### config.mk
export PLATFORM = sky130hd
export DESIGN_NAME = klst_div
export DESIGN_NICKNAME = d
export VERILOG_FILES = /design/src/hdl/keyed_latency_stats_table_top_defines.svh /design/src/hdl/klst_pkg.sv /design/src/hdl/klst_div.sv
export SDC_FILE = /design/constraint.sdc
export NUM_CORES = 1
export LEC_CHECK = 0
export BUFFER_PORTS_ARGS = -buffer_cell sky130_fd_sc_hd__buf_2
export CORE_ASPECT_RATIO = 1.2
export CORE_MARGIN = 5
export CORE_UTILIZATION = 35
export CTS_BUF_LIST = sky130_fd_sc_hd__clkbuf_8
export CTS_CLUSTER_DIAMETER = 80
export DETAILED_ROUTE_END_ITERATION = 8
export GPL_TIMING_DRIVEN = 0
export PLACE_DENSITY = 0.63
export SYNTH_ARGS = -nofsm -noshare
export SYNTH_HDL_FRONTEND = slang
export SYNTH_SLANG_ARGS = --single-unit
export TNS_END_PERCENT = 10
### constraint.sdc
create_clock -name i_clk -period 3.9 [get_ports i_clk]
set_clock_uncertainty 0.2 [all_clocks]
set_input_delay 1.17 -clock i_clk [delete_from_list [all_inputs] [get_ports i_clk]]
set_output_delay 1.17 -clock i_clk [all_outputs]
set_load 0.1 [all_outputs]
### src/hdl/keyed_latency_stats_table_top_defines.svh
// Assertion macros shared by the statistics table RTL.
// Depends on nothing; included by the files that carry concurrent assertions.
`ifndef KEYED_LATENCY_STATS_TABLE_TOP_DEFINES_SVH
`define KEYED_LATENCY_STATS_TABLE_TOP_DEFINES_SVH

// The condition must hold at every clock edge outside reset.
`define KLST_ASSERT_ALWAYS(lbl, clk, rst_n, cond, msg) \
    lbl: assert property (@(posedge clk) disable iff (!rst_n) (cond)) \
        else $error(msg);

// When the antecedent holds, the consequent must hold at the following clock edge.
`define KLST_ASSERT_NEXT(lbl, clk, rst_n, ante, cons, msg) \
    lbl: assert property (@(posedge clk) disable iff (!rst_n) (ante) |=> (cons)) \
        else $error(msg);

`endif

### src/hdl/klst_pkg.sv
// Types, codes and constants of the keyed latency statistics table.
// No dependencies; imported by the divider and the top level.
`timescale 1ns / 1ps

package klst_pkg;

    localparam int MAX_ENTRIES_DEF   = 64;
    localparam int DURATION_BITS_DEF = 32;

    localparam int KEY_W      = 24;
    localparam int HIT_W      = 32;
    localparam int SUM_W      = 48;
    localparam int TICK_W     = 32;
    localparam int OUT_IDX_W  = 6;
    localparam int READ_IDX_W = 6;

    typedef enum logic [1:0] {
        CMD_RECORD = 2'd0,
        CMD_READ   = 2'd1,
        CMD_CLEAR  = 2'd2,
        CMD_UNUSED = 2'd3
    } t_command;

    typedef enum logic [2:0] {
        STAT_UPDATED    = 3'd0,
        STAT_NEW_ENTRY  = 3'd1,
        STAT_FULL       = 3'd2,
        STAT_READ_OK    = 3'd3,
        STAT_READ_EMPTY = 3'd4,
        STAT_CLEARED    = 3'd5
    } t_status;

    typedef enum logic [2:0] {
        ST_IDLE,
        ST_SCAN,
        ST_WRITE,
        ST_RDWAIT,
        ST_DIVGO,
        ST_DIV,
        ST_FINISH
    } t_state;

    typedef struct packed {
        t_command                command;
        logic [7:0]              table_id;
        logic [7:0]              operation_kind;
        logic [7:0]              sub_kind;
        logic [TICK_W-1:0]       duration_ticks;
        logic [READ_IDX_W-1:0]   read_index;
    } t_in_word;

    typedef struct packed {
        t_status                 status;
        logic [OUT_IDX_W-1:0]    entry_index;
        logic [7:0]              entry_table;
        logic [7:0]              entry_operation;
        logic [7:0]              entry_sub;
        logic [HIT_W-1:0]        hit_count;
        logic [TICK_W-1:0]       average_ticks;
        logic [TICK_W-1:0]       maximum_ticks;
    } t_out_word;

endpackage

### src/hdl/klst_div.sv
// Serial restoring divider, one quotient bit per cycle.
// Depends on klst_pkg for its default widths.
`timescale 1ns / 1ps

module klst_div #(
    parameter int DVD_W = klst_pkg::SUM_W,
    parameter int DVS_W = klst_pkg::HIT_W
) (
    input  logic             i_clk,
    input  logic             i_rst_n,
    input  logic             i_start,
    input  logic [DVD_W-1:0] i_dividend,
    input  logic [DVS_W-1:0] i_divisor,
    output logic             o_busy,
    output logic             o_done,
    output logic [DVD_W-1:0] o_quotient
);

    import klst_pkg::*;

    localparam int STEP_W = $clog2(DVD_W + 1);

    logic              r_busy, n_busy;
    logic              r_done, n_done;
    logic [STEP_W-1:0] r_step, n_step;
    logic [DVS_W-1:0]  r_rem,  n_rem;
    logic [DVS_W-1:0]  r_dvs,  n_dvs;
    logic [DVD_W-1:0]  r_quo,  n_quo;

    logic [DVS_W:0] w_rem_sh;
    logic [DVS_W:0] w_diff;

    // The partial remainder stays below the divisor, so one extra bit suffices.
    assign w_rem_sh = {r_rem, r_quo[DVD_W-1]};
    assign w_diff   = w_rem_sh - {1'b0, r_dvs};

    always_comb begin
        n_busy = r_busy;
        n_done = 1'b0;
        n_step = r_step;
        n_rem  = r_rem;
        n_dvs  = r_dvs;
        n_quo  = r_quo;
        if (i_start) begin
            n_busy = 1'b1;
            n_step = STEP_W'(DVD_W);
            n_rem  = '0;
            n_dvs  = i_divisor;
            n_quo  = i_dividend;
        end else if (r_busy) begin
            if (w_rem_sh >= {1'b0, r_dvs}) begin
                n_rem = w_diff[DVS_W-1:0];
                n_quo = {r_quo[DVD_W-2:0], 1'b1};
            end else begin
                n_rem = w_rem_sh[DVS_W-1:0];
                n_quo = {r_quo[DVD_W-2:0], 1'b0};
            end
            n_step = r_step - STEP_W'(1);
            if (r_step == STEP_W'(1)) begin
                n_busy = 1'b0;
                n_done = 1'b1;
            end
        end
    end

    always_ff @(posedge i_clk) begin
        if (!i_rst_n) begin
            r_busy <= 1'b0;
            r_done <= 1'b0;
            r_step <= '0;
        end else begin
            r_busy <= n_busy;
            r_done <= n_done;
            r_step <= n_step;
        end
    end

    always_ff @(posedge i_clk) begin
        r_rem <= n_rem;
        r_dvs <= n_dvs;
        r_quo <= n_quo;
    end

    assign o_busy     = r_busy;
    assign o_done     = r_done;
    assign o_quotient = r_quo;

endmodule

# Yosys cells after proc, flatten, opt, wreduce, memory -nomap -nowiden
# Index checks and enable logic that the tools add are counted.
totals:
  reg_bits: 120
  input_bits: 83
op_classes:
  addsub: 2
  n_lt_le_gt_ge: 1
  n_eq_ne: 1
  mux: 10
  bitwise_logic: 2
  n_reduce_logical: 3
op_table:
  columns: ["operator", "count"]
  rows:
  - ["two-way mux 48 bit", 2]
  - ["greater-or-equal comparator 33 x 32 -> 1 bit", 1]
  - ["two-way mux 32 bit", 1]
  - ["subtractor 32 bit", 1]
  - ["two-way mux 6 bit", 2]
  - ["== test 6 x 1 -> 1 bit (second input constant)", 1]
  - ["subtractor 6 x 1 -> 6 bit (second input constant)", 1]
  - ["two-way mux 1 bit", 5]
  - ["OR reduction 3 bit", 1]
  - ["NOT 1 bit", 2]
  - ["nonzero test 2 bit", 1]
  - ["OR reduction 2 bit", 1]

# Depth between registers and ports, before layout
logic_depth:
  ltp_word: 4
  depth_mapped: 14
  ltp_nobuf: 11

# Worst setup path before layout
# No wires, ideal clock.
synth_path:
  kind: "register to register"
  from: "register r_quo[47], in the netlist o_quotient[47]"
  to: "register r_rem[22]"
  setup_time_ns: 0.088
  arrival_ns: 3.386
  required_time_ns: 3.612
  slack_ns: 0.226
  stages_incl_launch_ff: 12
  period_less_slack_ns: 3.674
  path_cell_list: "edfxtp_1 inv_1 ha_1 fa_1 nor2b_1 o2111ai_1 a2111o_1 a31o_2 a21oi_1 nor3_1 or3b_1 a311oi_2"
synth_via:
  elab_chain_cells: 2
  word_cells_on_any_way: 3
synth_rtl:
  columns: ["item", "line", "text"]
  rows:
  - ["from (decl)", "klst_div.sv:28", "logic [DVD_W-1:0] r_quo, n_quo;"]
  - ["from (signal assigned)", "klst_div.sv:81", "r_quo <= n_quo;"]
  - ["subtractor 32 bit / greater-or-equal comparator 33 x 32 -> 1 bit (equally long branches)", "klst_div.sv:35, klst_div.sv:51", null]
  - ["two-way mux 32 bit (*)", "klst_div.sv:51", "if (w_rem_sh >= {1'b0, r_dvs}) begin"]
  - ["to (signal assigned)", "klst_div.sv:79", "r_rem <= n_rem;"]
  - ["to (decl)", "klst_div.sv:26", "logic [DVS_W-1:0] r_rem, n_rem;"]
# Mark *: on every way between the ends. The rest lies on a longest branch, timed or not.
# A chain may end at the register's enable or synchronous reset.

# Final worst setup path
layout_path:
  from: "register r_rem[3]"
  to: "register r_rem[17]"
layout_via:
  elab_chain_cells: 2
  word_cells_on_any_way: 3
layout_rtl:
  columns: ["item", "line"]
  rows:
  - ["subtractor 32 bit / greater-or-equal comparator 33 x 32 -> 1 bit (equally long branches)", "klst_div.sv:35, klst_div.sv:51"]
  - ["two-way mux 32 bit (*)", "klst_div.sv:51"]
# Marked as above.

==> impl_metrics.yaml <==
route:
  drc: 0
  post_drt_wl_per_cell_um: 16.2
  vias: 5541
  ant_nets: 0
  first_pass_iters: 5
  initialDrtViolationCount: 273
  drt-total-wl_um: 17600
  routed_via_density: 5.12
logic_synthesis:
  synth_area_leader_cell: "edfxtp_1"
  synth_cells: 662
  ys_seq_elements: 120
  synth.top_cell.area_share_pct: 35.6
  synth_area_per_cell_um2: 10.2
  yosysWarningCount: 0
  synth-edff-count: 80
  synth_top_cells_by_area: "edfxtp_1 36%, dfxtp_1 12%, mux2_2 7.8%"
  ys.flop_type: "edfxtp_1"
  syn-cell-area_um2: 6750
  synth_fp_nets: 780
  synth_cell_type_count: 55
  async_reset_ff_share_pct: 0
  ys_seq_area_share_pct: 47.5
cts:
  post_cts_resized: 0
  cts_made_buffers: 17
  cts_tree: "built"
  root_buffer: "clkbuf_8"
  cts_num_sinks: 120
  htreeDepth: 4
  cts_buffer_depth: 2
  clk_pin_slew_worst_paths_ps: 80
  clk_latency_ps: 450
  hold_buffers: 0
  cts_setup_buffers: 0
global_routing:
  antenna_found_initial: 0
  grtUsageTotal_pct: 16.4
  grt_overflow: 0
  grt_max_degree: 35
  grt_pass1_vias: 5753
  grt_pass1_wl_um: 28600
placed_design:
  gp_congestion: 0.901
  buffer_ports.inserted: 132
  dpl.hpwl_um: 13500
sta:
  max_freq_ghz: 0.290
  period_needed_ps: 3450
  setup_viol: 0
  drv_slew: 0
  whs_ps: 290
  finalHoldViolations: 0
  worstMarginPinSlew_ps: 823
  max_slew_margin_pct: 45.1
  period_share_pct: 88.4
  grt_setup_unrepaired: "no"
setup_path:
  rrSetupSlack_ps: 450
  reg2regPathDepth: 12
  cp-end-kind: "flop"
  path_class: "flop to flop"
  critPathMaxFanout: 10
  critPathRequiredTime_ps: 4050
  start_kind: "flop"
  crit_arrival_ps: 3590
die:
  rows: 55
  core_area_um2: 18900
  die_w_um: 137
  ioPinCount: 133
  initial_core_util_pct: 35.7
  fp.dieArea_um2: 22200
  die_height_um: 162
min_path:
  whs_path_depth: 2
  hp-class: "flop to flop"
layout:
  nets: 932
  fillers: 1868
  syn2layout_area_growth_pct: 20.4
  layout.cells.most_common: "buf_2"
  postLayoutCoreUtil_pct: 43.0
  diodes: 0
  layout_common_cells: "146 x buf_2, 80 x edfxtp_1, 68 x nand2_1"
  drive_above_1_share_pct: 29.5
run:
  maxCapViolCount: 0
power_and_ir_drop:
  cellLeakagePower_nw: 3.49
  ir_worst_vdd_mv: 0.269
  powerDensity_nw_per_um2: 481
run_status:
  status: "finished, final reports clean"
-- stage by stage --
stage	cell area [um^2]	setup slack (ps)	total power [mW]	cells	TNS, ps
after detailed placement	7750	20.7	2.85	1051	0
after global placement	7730	-828	2.83	1050	-39590
after global routing	8130	242	4.12	1083	0
after CTS	8130	428	3.95	1083	0
after floorplan	6750	226	2.56	662	0
final	8130	453	3.91	1083	0
-- area by class of cell --
| type | instances | area, um^2 | share of cell area (%) |
|---|---|---|---|
| Buffer | 38 | 188 | 2.31 |
| Clock buffer | 17 | 234 | 2.88 |
| Clock inverter | 15 | 143 | 1.75 |
| Inverter | 51 | 191 | 2.35 |
| Multi-Input combinational cell | 453 | 3170 | 39.0 |
| Sequential cell | 120 | 3200 | 39.4 |
| Tap cell | 256 | 320 | 3.94 |
| Timing Repair Buffer | 133 | 681 | 8.37 |
-- metal layers --
layer	GRT usage (%)	vias up	share of wire, %
met1	18.8	2642	41
met3	6.32	18	7.8
met4	5.82	0	1.8
met5	0	-	0
li1	-	2722	-
met2	27.6	159	50
-- worst paths after layout --
kind	startpoint	endpoint
min reg2reg	r_rem[1]	r_rem[1]
min	r_rem[1]	r_rem[1]
max reg2reg	r_rem[3]	r_rem[17]
max	r_rem[3]	r_rem[17]
-- cell usage after synthesis, types with 4 or more instances --
cell / n
xor2_1: 10
a21boi_0: 6
o21ai_0: 22
buf_2: 14
o211ai_1: 4
a21oi_1: 46
nand3_1: 16
mux2_2: 47
dfxtp_1: 40
nand2b_1: 4
nand2_1: 69
nor3_1: 6
or3_1: 6
nor2_1: 52
a211oi_1: 6
xnor2_1: 15
nor2b_1: 4
nand4_1: 16
inv_1: 51
edfxtp_1: 80
a31oi_1: 4
nor4_1: 5
o21a_1: 6
buf_4: 5
clkbuf_1: 16
ha_1: 34
a311oi_1: 22
a21o_1: 16
-- worst max-delay path, stage by stage (launching register included) --
cell and delay (ps):
dfxtp_1 330, ha_1 370, a21o_1 200, a31o_2 250, o21ai_1 230, nand3_1 240, o211ai_2 320, and2_4 180
buf_6 140, buf_4 210, buf_2 300, nand2_1 100, a311oi_1 270
-- power by group --
group          internal, mW  switching (mW)  total [mW]
Combinational         0.368           0.884        1.25
Clock                 0.516           0.577        1.09
Sequential             1.49          0.0701        1.56
Total                  2.38            1.53        3.91
-- cells by family after synthesis --
kind of cell             share of synthesized area [%]
AND/OR/NAND/NOR                                   12.8
AO/OA/AOI/OAI                                     16.1
flip-flops                                        47.5
buffers and inverters                             5.62
multiplexers                                      8.14
adder cells (fa/ha/maj)                           6.60
XOR/XNOR                                          3.24
-- state kept, by name, summed over array words and instances (netlist names) --
register and count:
o_quotient 48, r_dvs 32, r_rem 32, r_step 6
o_busy 1, o_done 1
Power figures use the tool's default switching activity.
